--- config.mk ---
export PLATFORM = sky130hd
export DESIGN_NAME = cpr_ram
export DESIGN_NICKNAME = d
export VERILOG_FILES = /design/src/sv/cpr_ram.sv
export SDC_FILE = /design/constraint.sdc
export NUM_CORES = 1
export LEC_CHECK = 0
export BUFFER_PORTS_ARGS = -buffer_cell sky130_fd_sc_hd__buf_2
export CAP_MARGIN = 40
export CELL_PAD_IN_SITES_DETAIL_PLACEMENT = 1
export CELL_PAD_IN_SITES_GLOBAL_PLACEMENT = 2
export CORE_ASPECT_RATIO = 0.75
export CORE_UTILIZATION = 45
export DETAILED_ROUTE_END_ITERATION = 8
export PLACE_DENSITY = 0.76
export SLEW_MARGIN = 30
export SYNTH_ARGS = -nofsm -noshare
export SYNTH_HDL_FRONTEND = slang
export SYNTH_SLANG_ARGS = --single-unit
--- constraint.sdc ---
create_clock -name clk -period 2 [get_ports clk]
set_clock_uncertainty 0.2 [all_clocks]
set_input_delay 0.3 -clock clk [delete_from_list [all_inputs] [get_ports clk]]
set_output_delay 0.3 -clock clk [all_outputs]
set_load 0.02 [all_outputs]
--- src/sv/cpr_ram.sv ---
// cpr_ram: generic single port write, single port read ram with registered read
// depends on nothing
`timescale 1ns / 1ps
module cpr_ram #(
  parameter int WIDTH = 8,
  parameter int DEPTH = 64
) (
  input  logic                     clk,
  input  logic                     we,
  input  logic [$clog2(DEPTH)-1:0] waddr,
  input  logic [WIDTH-1:0]         wdata,
  input  logic [$clog2(DEPTH)-1:0] raddr,
  output logic [WIDTH-1:0]         rdata
);
  logic [WIDTH-1:0] mem [DEPTH];

  always_ff @(posedge clk) begin
    if (we) begin
      mem[waddr] <= wdata;
    end
    rdata <= mem[raddr];
  end
endmodule

; ---- After elaboration in Yosys (flattened, before gate mapping)
; Memory sizes are Yosys's and may differ from the RTL's. A register that Yosys moved wholly into a read port is not among the register bits.
; Index checks and enable logic that the tools add are counted.
[op_classes]
mux = 2
[op_table]
columns = op, n
row1 = 1-bit two-way mux, 2
[word_totals]
reg_bits = 0
ram_bits = 512
input_bits = 22
output_inout_bits = 8
elab_cells = 3
mem_count = 1
[memory_table]
columns = memory, depth, width, rd, rd_clocked_by_memory_dff, wr, line_no
row1 = mem, 64, 8, 1, 1, 1, 15  ; logic [WIDTH-1:0] mem [DEPTH];

; ---- Longest topological paths before layout
; Gate-level depths: netlist (run 1).
[depth]
depth_word = 2
ltp_mapped = 9
depth_no_buf = 5

; ---- Worst setup path before layout (run 1)
; Ideal clock, no wire load.
[synth_path]
kind = input-to-reg
startpoint = in raddr[1]
endpoint = reg rdata[3] (read register of mem)
setup_time_ps = 128
t_arrival_ps = 1840
required_time_ps = 1672
slack_ps = -168
stages = 7
n_path_buf = 3
path_cell_list = buf_4 -> buf_2 -> buf_2 -> mux4_2 -> mux4_2 -> o21ai_1 -> o41ai_1
[synth_lines]
columns = item, line_no
row1 = from (decl), 12  ; input logic [$clog2(DEPTH)-1:0] raddr,
row2 = to (decl), 13  ; output logic [WIDTH-1:0] rdata

==> impl_table.tex, run 1 <==
\begin{tabular}{lr}
\hline
Metric & Value \\
\hline
\multicolumn{2}{l}{\textbf{Pwr}} \\
\quad Net switching component of the power & $\sim$4.8 mW \\
\quad Internal power & $\sim$18 mW \\
\quad Switching share of power & between 20\% and 30\% \\
\quad Clock network fraction of total power & approximately 40\% \\
\quad Overall power & 22.52 mW \\
\quad Power per cell area & 941.0 nW/um\^{}2 \\
\quad Max IR drop VDD & 0.0008354 V \\
\quad Combinational share of power & 6.2\% \\
\quad Share of total power in sequential cells & 53.7\% \\
\quad Leakage power of the design & 7.835 nW \\
\multicolumn{2}{l}{\textbf{Yosys}} \\
\quad Net Count, Synth & 962 \\
\quad Netlist Area Pre-Place & 20170 um\^{}2 \\
\quad Leading cell types by total area after synthesis & edfxtp\_1, mux4\_2, nor2\_1 \\
\quad Largest area contributor in the synthesized netlist & edfxtp\_1 \\
\quad Gate count of the mapped netlist & between 900 and 1000 \\
\quad Leading cell type by number of instances after synthesis & edfxtp\_1 \\
\quad Ys Warns & 0 \\
\quad Number of distinct library cells after synthesis & 40 \\
\quad Number of synthesized flops with an enable pin & 512 \\
\quad Most instantiated flip-flop cell in the synthesis netlist & edfxtp\_1 \\
\quad Post-synthesis register bit count & 520 \\
\quad Mean instance size in the synthesized netlist & $\sim$21 um\^{}2 \\
\quad Leading cell types by count after synthesis & edfxtp\_1, mux4\_2, nor2\_1, mux2i\_1, nand2\_1 \\
\quad Sequential fraction of the synthesis area & 77.03\% \\
\quad Share of the synthesized area in the top cell type & 76.24\% \\
\quad Async set-or-reset flop fraction in the synthesized netlist & 0\% \\
\multicolumn{2}{l}{\textbf{Critical path}} \\
\quad Critical setup path kind & flip-flop to flip-flop \\
\quad Cell at the slowest stage of the critical path & mux4\_2 \\
\quad Worst-case register-to-register setup slack & -0.1 ns \\
\quad Nature of the critical path startpoint & flip-flop \\
\quad Required time reported for the critical path endpoint & 2.25 ns \\
\quad Logic depth of the worst register-to-register path & 6 \\
\quad Cells traversed along the worst timing path & mux4\_2 -> mux2\_4 -> o221a\_4 -> nor3\_2 -> buf\_4 -> o32ai\_2 \\
\quad Startpoint of the most critical setup path & mem[16][4] \\
\quad Worst setup path endpoint & rdata[4] \\
\quad Critical path's largest stage delay & 0.45 ns \\
\quad Endpoint class of the critical path & flip-flop \\
\quad Endpoint arrival time on the critical path & 2.35 ns \\
\quad Terminus of the critical flop-to-flop path & rdata[4] \\
\quad Origin of the critical flop-to-flop path & mem[16][4] \\
\quad Maximum fanout along the worst path & 1 \\
\multicolumn{2}{l}{\textbf{Finish}} \\
\quad Final standard cell area without fillers & about 24000 um\^{}2 \\
\quad Layout cell share with drive strength beyond 1 & between 30\% and 40\% \\
\quad Number of nets in the layout & 1168 \\
\quad Synthesis-to-layout area growth & 18.65\% \\
\quad Non-filler cells in the finished layout & 1761 \\
\quad Count of fill cells added during filler insertion & just under 4000 \\
\multicolumn{2}{l}{\textbf{Timing}} \\
\quad Unrepaired setup endpoints after global routing & yes \\
\quad Clock period minus final worst setup slack & 2.096 ns \\
\quad Number of pins with negative max-slew slack in the final report & 0 \\
\quad Slew at the pin closest to its max-slew limit & about 0.81 ns \\
\quad Setup slack after layout & -0.09628 ns \\
\quad Highest Clock Rate & 477.0 MHz \\
\quad Final critical-path share of the clock period & 104.8\% \\
\quad Finish-stage setup viols & 5 \\
\quad Slew margin rel. & 45.81\% \\
\quad Hold violation count in the final report & 0 \\
\multicolumn{2}{l}{\textbf{Place}} \\
\quad Count of buffers inserted at the top-level ports & 29 \\
\quad Placed inst area & 22260 um\^{}2 \\
\quad Post-placement cell count & 1673 \\
\quad HPWL after detailed placement & 33440 um \\
\quad Routability-driven placement congestion ratio & 0.8220 \\
\quad Pre-CTS setup slack & -0.9616 ns \\
\multicolumn{2}{l}{\textbf{Die}} \\
\quad Rows & 66 \\
\quad Width of the die & 246.4 um \\
\quad I/O pin cnt & 30 \\
\quad Initial Util & about 46\% \\
\quad Die area & 45670 um\^{}2 \\
\quad Core area & 43770 um\^{}2 \\
\quad Die height & about 190 um \\
\multicolumn{2}{l}{\textbf{Global routing}} \\
\quad Global-route total usage across every layer & 22.72\% \\
\quad Via count of the first global-routing pass & 10760 \\
\quad Number of antenna violations at the first check in global routing & 3 \\
\quad First-pass GRT wire length & 73750 um \\
\quad Total overflow reported by the global router & 0 \\
\quad Maximum number of pins on one net before global-route repair & 65 \\
\multicolumn{2}{l}{\textbf{Routing}} \\
\quad DRT antenna net count & 0 \\
\quad Initial DRC count & 966 \\
\quad Vias/cell & 5.890 \\
\quad WL final & 50280 um \\
\quad Highest routed layer & met5 \\
\quad TritonRoute pass-1 iters & 6 \\
\quad Length of routed met2 wiring & 22650 um \\
\quad Met3 Routed Length & 3740 um \\
\quad Routed via count & around 10000 \\
\quad Metal-1 WL & 22990 um \\
\quad Total DRC errors in the routed layout & 0 \\
\quad Routed wirelength normalized by instance count & 28.55 um \\
\multicolumn{2}{l}{\textbf{Clock tree}} \\
\quad H-tree depth & 2 \\
\quad Number of buffers created by CTS & 48 \\
\quad Clock insertion delay at the later pin of the skew report & 0.57 ns \\
\quad Root Buffer Master & clkbuf\_16 \\
\quad Clock-pin slew of the registers on the worst-case setup and hold paths & 0.06 ns \\
\quad Maximum root-to-sink buffer count & 3 \\
\quad Clock tree from TritonCTS & done \\
\quad Post CTS Setup Buffer Count & 0 \\
\quad Number of sinks on the clock net & 520 \\
\multicolumn{2}{l}{\textbf{Worst hold path}} \\
\quad Count of cells along the worst hold path & 1 \\
\quad Path class of the lowest-slack min-delay path & input pin to flip-flop \\
\multicolumn{2}{l}{\textbf{Outcome}} \\
\quad Violated checks & setup timing \\
\quad Result of the run & complete, but fails checks \\
\multicolumn{2}{l}{\textbf{Job}} \\
\quad Max-cap violation count & 0 \\
\hline
\end{tabular}
-- worst min-delay path by stage --
stage	from	to	slack, ns
after floorplan	wdata[0]	mem[0][0]	0.20
after global placement	raddr[5]	rdata[2]	0.45
after detailed placement	raddr[5]	rdata[2]	0.46
after CTS	wdata[7]	mem[50][7]	0.11
after global routing	wdata[7]	mem[50][7]	0.14
final	wdata[7]	mem[50][7]	0.11
-- stage by stage --
stage	hold slack [ns]	setup TNS [ns]	util, %
final	0.1053	-0.2634	54.67
after floorplan	0.1989	-0.2077	-
after CTS	0.1141	-0.2643	54.63
after global routing	0.1409	-0.5321	54.67
after global placement	0.4472	-4.902	50.83
after detailed placement	0.4606	-5.075	50.85
-- state kept, by name (all words and copies together) (netlist names) --
| signal | cells |
|---|---|
| rdata | 8 |
| mem | 512 |
-- power by group through the flow --
| stage | clock [mW] | combinational, mW | sequential, mW |
|---|---|---|---|
| after floorplan | 0 | 0.660 | 12.3 |
| after global routing | 9.54 | 1.47 | 12.1 |
| final | 9.03 | 1.38 | 12.1 |
| after global placement | 0 | 1.31 | 12.3 |
| after CTS | 9.21 | 1.40 | 12.1 |
| after detailed placement | 0 | 1.36 | 12.3 |
-- routing by layer --
metal	vias to the layer above	GRT usage (%)
met5	-	0
met4	2	4.840
met3	67	4.506
met2	389	33.67
met1	5580	34.93
li1	4334	-
-- cells in the final DEF (no fill, tap or decap), drive strengths merged, types with 5 or more instances in the layout --
cell type,n
a221oi,6
buf,205
bufinv,5
clkbuf,54
clkinv,24
dfxtp,8
edfxtp,512
mux2,13
mux2i,23
mux4,126
nand2,19
nand2b,7
nand3,13
nor2,83
nor2b,14
nor3,7
o221ai,8
o22ai,8
-- critical path, delay by kind of cell (launching register included) --
kind / cells / cell delay (ns)
and+or+nand+nor: 1 / 0.16
muxes: 2 / 0.75
DFF: 1 / 0.37
AOI/OAI and AO/OA: 2 / 0.34
buffers and inverters: 1 / 0.15
-- logic make-up (layout without fill, tap and decap cells) --
kind of cell / after synthesis / in the layout / share of synthesized area, %
flops: 520 / 520 / 77.03
mux: 162 / 162 / 15.94
simple gates: 153 / 153 / 3.387
compound gates: 54 / 54 / 2.072
buf+inv: 51 / 292 / 1.570
other cells: 0 / 2 / 0
-- timing repair --
action / in CTS / in global routing
cloned: 0 / 0
pin swaps: 4 / 3
hold endpoints to repair: 1 / 0
resized for setup: 22 / 3
hold buffers: 1 / 0
setup endpoints to repair: 8 / 8
-- layout make-up --
cell class,instances,area [um^2],share of cell area (%)
diodes,2,5.005,0.02092
clock buffers,53,1241,5.187
clock inverters,32,284.0,1.187
multi-input cells,369,4446,18.58
flip-flops and latches,520,15530,64.92
well taps,578,723.2,3.022
repair buffers,207,1694,7.080
(Power assumes the default switching activity.)
==> run 2, diff against run 1 <==
--- a/config.mk
+++ b/config.mk
@@ -10,9 +10,9 @@
 export CELL_PAD_IN_SITES_DETAIL_PLACEMENT = 1
 export CELL_PAD_IN_SITES_GLOBAL_PLACEMENT = 2
 export CORE_ASPECT_RATIO = 0.75
-export CORE_UTILIZATION = 45
+export CORE_UTILIZATION = 50
 export DETAILED_ROUTE_END_ITERATION = 8
-export PLACE_DENSITY = 0.76
+export PLACE_DENSITY = 0.8
 export SLEW_MARGIN = 30
 export SYNTH_ARGS = -nofsm -noshare
 export SYNTH_HDL_FRONTEND = slang
==> constraint.sdc (replaced) <==
create_clock -name clk -period 2.29 [get_ports clk]
set_clock_uncertainty 0.2 [all_clocks]
set_input_delay 0.3435 -clock clk [delete_from_list [all_inputs] [get_ports clk]]
set_output_delay 0.3435 -clock clk [all_outputs]
set_load 0.02 [all_outputs]
==> run 2 against run 1 <==
Design area decreased by 1.8%; largest cell class unchanged; fmax decreased by 6.3%; the run now ends clean; utilization increased by 4.6 points; sequential power decreased by 12%; setup slack improved by 0.15 ns; clock-buffer cell count increased by 13.
==> impl_table.tex, run 2 (synthesis results as in run 1) <==
\begin{tabular}{lr}
\hline
Metric & Value \\
\hline
\multicolumn{2}{l}{\textbf{Outcome}} \\
\quad Result of the run & finished, final reports clean \\
\multicolumn{2}{l}{\textbf{Worst hold path}} \\
\quad Path class of the lowest-slack min-delay path & input pin to flip-flop \\
\multicolumn{2}{l}{\textbf{Global routing}} \\
\quad Maximum number of pins on one net before global-route repair & 65 (unchanged) \\
\quad First-pass GRT wire length & 76150 um (+3.3\%) \\
\quad Total overflow reported by the global router & 0 (unchanged) \\
\quad Global-route total usage across every layer & 26.35\% (+3.6 points) \\
\quad Number of antenna violations at the first check in global routing & 1 (-2) \\
\quad Via count of the first global-routing pass & 10960 (+1.9\%) \\
\multicolumn{2}{l}{\textbf{Pwr}} \\
\quad Power per cell area & 839.6 nW/um\^{}2 (-11\%) \\
\quad Leakage power of the design & 7.647 nW (-2.4\%) \\
\quad Max IR drop VDD & 0.0006494 V (-22\%) \\
\multicolumn{2}{l}{\textbf{Critical path}} \\
\quad Nature of the critical path startpoint & flip-flop \\
\quad Required time reported for the critical path endpoint & 2.53 ns (+0.28 ns) \\
\quad Critical setup path kind & flip-flop to flip-flop \\
\quad Endpoint arrival time on the critical path & 2.48 ns (+0.13 ns) \\
\quad Endpoint class of the critical path & flip-flop \\
\quad Maximum fanout along the worst path & 1 (unchanged) \\
\quad Cells traversed along the worst timing path & mux4\_2 -> mux2\_2 -> a221oi\_2 -> o2bb2ai\_1 \\
\quad Critical path's largest stage delay & 0.59 ns (+0.14 ns) \\
\quad Cell at the slowest stage of the critical path & a221oi\_2 \\
\quad Critical path's top delay family & multiplexers \\
\quad Number of buffers and inverters on the critical path & 0 (-1) \\
\multicolumn{2}{l}{\textbf{Place}} \\
\quad Post-placement cell count & 1582 (-5.4\%) \\
\quad HPWL after detailed placement & 33560 um (+0.37\%) \\
\quad Routability-driven placement congestion ratio & 0.8104 (-1.4\%) \\
\quad Placed inst area & 21890 um\^{}2 (-1.6\%) \\
\quad Pre-CTS setup slack & -0.6006 ns (+0.3610 ns) \\
\quad Count of buffers inserted at the top-level ports & 29 (unchanged) \\
\multicolumn{2}{l}{\textbf{Finish}} \\
\quad Most common cell after layout, fill and taps aside & edfxtp\_1 \\
\quad Count of fill cells added during filler insertion & 3350 (-13\%) \\
\quad Antenna fix cells & 0 (-2) \\
\quad Top Registers & mem (512), rdata (8) \\
\quad Non-filler cells in the finished layout & 1673 (-5.0\%) \\
\quad Final standard cell area without fillers & 23500 um\^{}2 (-1.8\%) \\
\quad Biggest register & mem \\
\quad Synthesis-to-layout area growth & 16.55\% \\
\quad Sequential cell area in the final layout & 15530 um\^{}2 (unchanged) \\
\quad Max reg flops & 512 (unchanged) \\
\quad Number of nets in the layout & 1135 (-2.8\%) \\
\quad Layout cell share with drive strength beyond 1 & 33.74\% (-2.9 points) \\
\quad Area of the multi-input gates & 4350 um\^{}2 (-2.1\%) \\
\quad Leading cell types in the layout, fill and taps excluded & edfxtp\_1, buf\_4, mux4\_2 \\
\multicolumn{2}{l}{\textbf{Die}} \\
\quad Die height & 175.9 um (-5.1\%) \\
\quad Rows & 63 (-4.5\%) \\
\quad Core area & 39650 um\^{}2 (-9.4\%) \\
\quad Die area & 41150 um\^{}2 (-9.9\%) \\
\quad I/O pin cnt & 30 (unchanged) \\
\quad Width of the die & 233.9 um (-5.1\%) \\
\quad Initial Util & 50.86\% (+4.8 points) \\
\multicolumn{2}{l}{\textbf{Timing}} \\
\quad Number of pins with negative max-slew slack in the final report & 0 (unchanged) \\
\quad Highest Clock Rate & 446.9 MHz (-6.3\%) \\
\quad Slew at the pin closest to its max-slew limit & 0.7997 ns (-0.01322 ns) \\
\quad Post-Route Hold Slack & 0.04795 ns (-0.05736 ns) \\
\quad Final critical-path share of the clock period & 97.72\% (-7.1 points) \\
\quad Slew margin rel. & 46.69\% (+0.88 points) \\
\quad Hold violation count in the final report & 0 (unchanged) \\
\quad Setup slack after layout & 0.05228 ns (+0.1486 ns) \\
\quad Finish-stage setup viols & 0 (-5) \\
\quad Clock period minus final worst setup slack & 2.238 ns (+0.1414 ns) \\
\quad Aggregate negative setup slack & 0 ns (+0.2634 ns) \\
\quad Unrepaired setup endpoints after global routing & no \\
\multicolumn{2}{l}{\textbf{Routing}} \\
\quad Routed via count & 10410 (+0.39\%) \\
\quad TritonRoute pass-1 iters & 7 (+1) \\
\quad Vias/cell & 6.224 (+5.7\%) \\
\quad Routed wirelength normalized by instance count & 30.90 um (+8.2\%) \\
\quad Total DRC errors in the routed layout & 0 (unchanged) \\
\quad DRT antenna net count & 0 (unchanged) \\
\quad Initial DRC count & 1256 (+30\%) \\
\quad WL final & 51690 um (+2.8\%) \\
\multicolumn{2}{l}{\textbf{Clock tree}} \\
\quad Root Buffer Master & clkbuf\_16 \\
\quad Clock insertion delay at the later pin of the skew report & 0.58 ns (about the same) \\
\quad Hold-fix buffer count after cts & 0 (-1) \\
\quad Clock-pin slew of the registers on the worst-case setup and hold paths & 0.07 ns (about the same) \\
\quad Number of sinks on the clock net & 520 (unchanged) \\
\quad Number of buffers created by CTS & 49 (+2.1\%) \\
\quad Maximum root-to-sink buffer count & 3 (unchanged) \\
\quad Clock tree from TritonCTS & done \\
\quad Post CTS Setup Buffer Count & 0 (unchanged) \\
\quad H-tree depth & 2 (unchanged) \\
\multicolumn{2}{l}{\textbf{Job}} \\
\quad Max-cap violation count & 0 (unchanged) \\
\hline
\end{tabular}
-- run 2: layout make-up --
| type | instances | share of cell area, % |
|---|---|---|
| Clock inverter | 25 | 0.8198 |
| Tap cell | 520 | 2.768 |
| Sequential cell | 520 | 66.10 |
| Timing Repair Buffer | 173 | 5.925 |
| Clock buffer | 66 | 5.882 |
| Multi-Input combinational cell | 369 | 18.51 |
-- run 2: tightest hold or removal path, delay by kind of cell --
family / cells / cell delay (ns)
buffers and inverters: 1 / 0.23
AOI/OAI and AO/OA: 1 / 0.06
and+or+nand+nor: 1 / 0.13
-- run 2: path summary, 6_finish.rpt --
check             startpoint  endpoint  slack (ns)  cells past startpoint
setup reg to reg  mem[47][1]  rdata[1]        0.05                      4
hold reg to reg   mem[23][0]  rdata[0]        0.64                      4
hold / removal      raddr[5]  rdata[6]        0.05                      3
setup / recovery  mem[47][1]  rdata[1]        0.05                      4
-- run 2: stage by stage --
step	total power [mW]	utilization [%]
6_report	19.73	59.28
5_1_grt	20.22	59.28
4_1_cts	19.86	59.24
3_5_place_dp	11.90	55.22
3_3_place_gp	11.85	55.13
2_1_floorplan	11.34	-
-- run 2: routing by layer --
layer | routed length (um) | track usage [%]
met3 | 4148 | 5.471
met1 | 22050 | 38.80
met5 | 13 | 0
met4 | 1230 | 7.224
met2 | 24250 | 40.32
-- run 2: repair_timing --
action | CTS | global route
gates resized for setup | 3 | 3
gates cloned | 0 | 0
setup endpoints to repair | 3 | 2
-- run 2: where the power goes --
group	internal, mW	leakage (nW)	switching [mW]
sequential	10.5	4.67	0.0388
combinational	0.455	2.20	0.682
clock	4.56	0.776	3.46
==> run 3, diff against run 2 <==
--- a/config.mk
+++ b/config.mk
@@ -5,13 +5,14 @@
 export SDC_FILE = /design/constraint.sdc
 export NUM_CORES = 1
 export LEC_CHECK = 0
-export BUFFER_PORTS_ARGS = -buffer_cell sky130_fd_sc_hd__buf_2
 export CAP_MARGIN = 40
 export CELL_PAD_IN_SITES_DETAIL_PLACEMENT = 1
 export CELL_PAD_IN_SITES_GLOBAL_PLACEMENT = 2
 export CORE_ASPECT_RATIO = 0.75
-export CORE_UTILIZATION = 50
+export CORE_UTILIZATION = 51
 export DETAILED_ROUTE_END_ITERATION = 8
+export DONT_BUFFER_PORTS = 1
+export GPL_TIMING_DRIVEN = 0
 export PLACE_DENSITY = 0.8
 export SLEW_MARGIN = 30
 export SYNTH_ARGS = -nofsm -noshare
==> run 3 against run 2 <==
The flow now finishes with violations (setup timing); clock power is 1% lower; critical path type unchanged; via count is 2.4% lower; critical endpoint is now rdata[4]; register-to-register slack worse by 0.07 ns; hold slack worse by 0.029 ns; die area is 1.9% lower; largest power group unchanged.
==> impl_table.tex, run 3 (synthesis results as in run 1) <==
\begin{tabular}{lr}
\hline
Metric & Value \\
\hline
\multicolumn{2}{l}{\textbf{Critical path}} \\
\quad Maximum fanout along the worst path & 1 (unchanged) \\
\quad Cell at the slowest stage of the critical path & mux4\_2 \\
\quad Required time reported for the critical path endpoint & 2.51 ns (-0.02 ns) \\
\quad Number of buffers and inverters on the critical path & 0 (unchanged) \\
\quad Nature of the critical path startpoint & flip-flop \\
\quad Startpoint of the most critical setup path & mem[20][4] \\
\quad Critical path's largest stage delay & 0.48 ns (-0.11 ns) \\
\quad Critical setup path kind & flip-flop to flip-flop \\
\quad Critical path's top delay family & multiplexers \\
\quad Endpoint arrival time on the critical path & 2.53 ns (+0.05 ns) \\
\quad Endpoint class of the critical path & flip-flop \\
\quad Origin of the critical flop-to-flop path & mem[20][4] \\
\quad Cells traversed along the worst timing path & mux4\_2 -> mux2\_2 -> o221a\_2 -> nor3\_1 -> o32ai\_2 \\
\multicolumn{2}{l}{\textbf{Timing}} \\
\quad Highest Clock Rate & 432.9 MHz (-3.1\%) \\
\quad Unrepaired setup endpoints after global routing & yes \\
\quad Number of pins with negative max-slew slack in the final report & 0 (unchanged) \\
\quad Final critical-path share of the clock period & 100.9\% (+3.2 points) \\
\quad Aggregate negative setup slack & -0.01996 ns (-0.01996 ns) \\
\quad Clock period minus final worst setup slack & 2.310 ns (+0.07223 ns) \\
\quad Slew at the pin closest to its max-slew limit & 0.8773 ns (+0.07761 ns) \\
\quad Setup slack after layout & -0.01996 ns (-0.07223 ns) \\
\quad Slew margin rel. & 41.30\% (-5.4 points) \\
\quad Hold violation count in the final report & 0 (unchanged) \\
\quad Finish-stage setup viols & 1 (+1) \\
\multicolumn{2}{l}{\textbf{Die}} \\
\quad I/O pin cnt & 30 (unchanged) \\
\quad Core area & 38630 um\^{}2 (-2.6\%) \\
\quad Die height & 174.2 um (-0.97\%) \\
\quad Die area & 40350 um\^{}2 (-1.9\%) \\
\quad Rows & 62 (-1.6\%) \\
\quad Initial Util & 52.20\% (+1.3 points) \\
\quad Width of the die & 231.6 um (-0.98\%) \\
\multicolumn{2}{l}{\textbf{Global routing}} \\
\quad Total overflow reported by the global router & 0 (unchanged) \\
\quad Global-route total usage across every layer & 26.55\% (+0.20 points) \\
\quad First-pass GRT wire length & 74630 um (-2.0\%) \\
\quad Number of antenna violations at the first check in global routing & 3 (+2) \\
\quad Via count of the first global-routing pass & 10580 (-3.5\%) \\
\quad Maximum number of pins on one net before global-route repair & 65 (unchanged) \\
\multicolumn{2}{l}{\textbf{Routing}} \\
\quad DRT antenna net count & 0 (unchanged) \\
\quad Initial DRC count & 1120 (-11\%) \\
\quad WL final & 51770 um (+0.16\%) \\
\quad Total DRC errors in the routed layout & 0 (unchanged) \\
\quad Routed via count & 10160 (-2.4\%) \\
\quad Vias/cell & 6.333 (+1.8\%) \\
\quad Routed wirelength normalized by instance count & 32.26 um (+4.4\%) \\
\quad TritonRoute pass-1 iters & 5 (-2) \\
\multicolumn{2}{l}{\textbf{Clock tree}} \\
\quad Post CTS Setup Buffer Count & 0 (unchanged) \\
\quad Clock insertion delay at the later pin of the skew report & 0.58 ns (about the same) \\
\quad Number of sinks on the clock net & 520 (unchanged) \\
\quad Root Buffer Master & clkbuf\_16 \\
\quad Maximum root-to-sink buffer count & 3 (unchanged) \\
\quad Clock-pin slew of the registers on the worst-case setup and hold paths & 0.06 ns (about the same) \\
\quad Number of buffers created by CTS & 49 (unchanged) \\
\quad Clock tree from TritonCTS & done \\
\quad H-tree depth & 2 (unchanged) \\
\multicolumn{2}{l}{\textbf{Finish}} \\
\quad Layout cell share with drive strength beyond 1 & 29.15\% (-4.6 points) \\
\quad Number of nets in the layout & 1078 (-5.0\%) \\
\quad Biggest register & mem \\
\quad Leading cell types in the layout, fill and taps excluded & edfxtp\_1, mux4\_2, nor2\_1 \\
\quad Top Registers & mem (512), rdata (8) \\
\quad Final core utilization & 59.94\% (+0.66 points) \\
\quad Most common cell after layout, fill and taps aside & edfxtp\_1 \\
\quad Synthesis-to-layout area growth & 14.82\% \\
\quad Max reg flops & 512 (unchanged) \\
\multicolumn{2}{l}{\textbf{Worst hold path}} \\
\quad Hold Path Origin & waddr[0] \\
\quad Path class of the lowest-slack min-delay path & input pin to flip-flop \\
\multicolumn{2}{l}{\textbf{Pwr}} \\
\quad Max IR drop VDD & 0.0006527 V (+0.51\%) \\
\quad Power per cell area & 846.6 nW/um\^{}2 (+0.84\%) \\
\quad Overall power & 19.60 mW (-0.66\%) \\
\quad Leakage power of the design & 7.310 nW (-4.4\%) \\
\multicolumn{2}{l}{\textbf{Outcome}} \\
\quad Violated checks & setup timing \\
\quad Result of the run & complete, but fails checks \\
\multicolumn{2}{l}{\textbf{Place}} \\
\quad Routability-driven placement congestion ratio & 0.8195 (+1.1\%) \\
\quad HPWL after detailed placement & 32770 um (-2.4\%) \\
\quad Count of buffers inserted at the top-level ports & 0 (-100\%) \\
\multicolumn{2}{l}{\textbf{Job}} \\
\quad Max-cap violation count & 0 (unchanged) \\
\hline
\end{tabular}
[run 3: changes by cell type in the layout (fill, tap and decap cells not counted), sizes merged]
cell	change
clkinvlp	-1
dlygate4sd3	+10
bufinv	+1
clkbuf	+30
clkinv	-2
buf	-100
diode	+2
[run 3: path summary, 6_finish.rpt]
kind	end	slack, ns	cells after the start
worst max-delay path	rdata[4]	-0.02	5
worst min-delay path	mem[53][4]	0.02	2
worst max register to register	rdata[4]	-0.02	5
worst min register to register	rdata[6]	0.76	3
[run 3: what timing repair did]
action                                 CTS  global route
hold buffers                            18             0
pin swaps                                0             1
resized for setup                       20            17
cloned                                   0             0
setup endpoints to repair               37            51
endpoints found under the hold margin  515             0
[run 3: layout make-up]
type                       count  area (um^2)
fill                        3228        15480
tap                          512        640.6
clock inverter                23        209.0
buffer                        49        335.3
antenna                        2        5.005
timing repair buffer          67        678.2
sequential                   520        15530
clock buffer                  63         1321
multi-input combinational    369         4432
[run 3: through the flow]
| stage | cells | worst slack, ns | area (um^2) | hold WS [ns] |
|---|---|---|---|---|
| after detailed placement | 1467 | -0.9719 | 20930 | 0.2461 |
| after floorplan | 940 | 0.07878 | 20170 | 0.2424 |
| final | 1605 | -0.01996 | 23160 | 0.01883 |
| after global placement | 1452 | -1.003 | 20810 | 0.2456 |
| after global routing | 1605 | -0.02436 | 23160 | 0.02806 |
| after CTS | 1570 | -0.01309 | 22860 | 0.008993 |
[run 3: where the power goes]
part / internal (mW) / switching (mW)
Clock: 4.50 / 3.41
Combinational: 0.423 / 0.689
Sequential: 10.5 / 0.0463
[run 3: metal layers]
| metal | vias to the layer above | wire length (um) | GRT usage (%) |
|---|---|---|---|
| met5 | - | 10 | 0 |
| met4 | 2 | 1336 | 7.730 |
| met2 | 510 | 23730 | 39.48 |
| met1 | 5395 | 21990 | 39.73 |
| met3 | 88 | 4706 | 6.053 |
| li1 | 4169 | - | - |
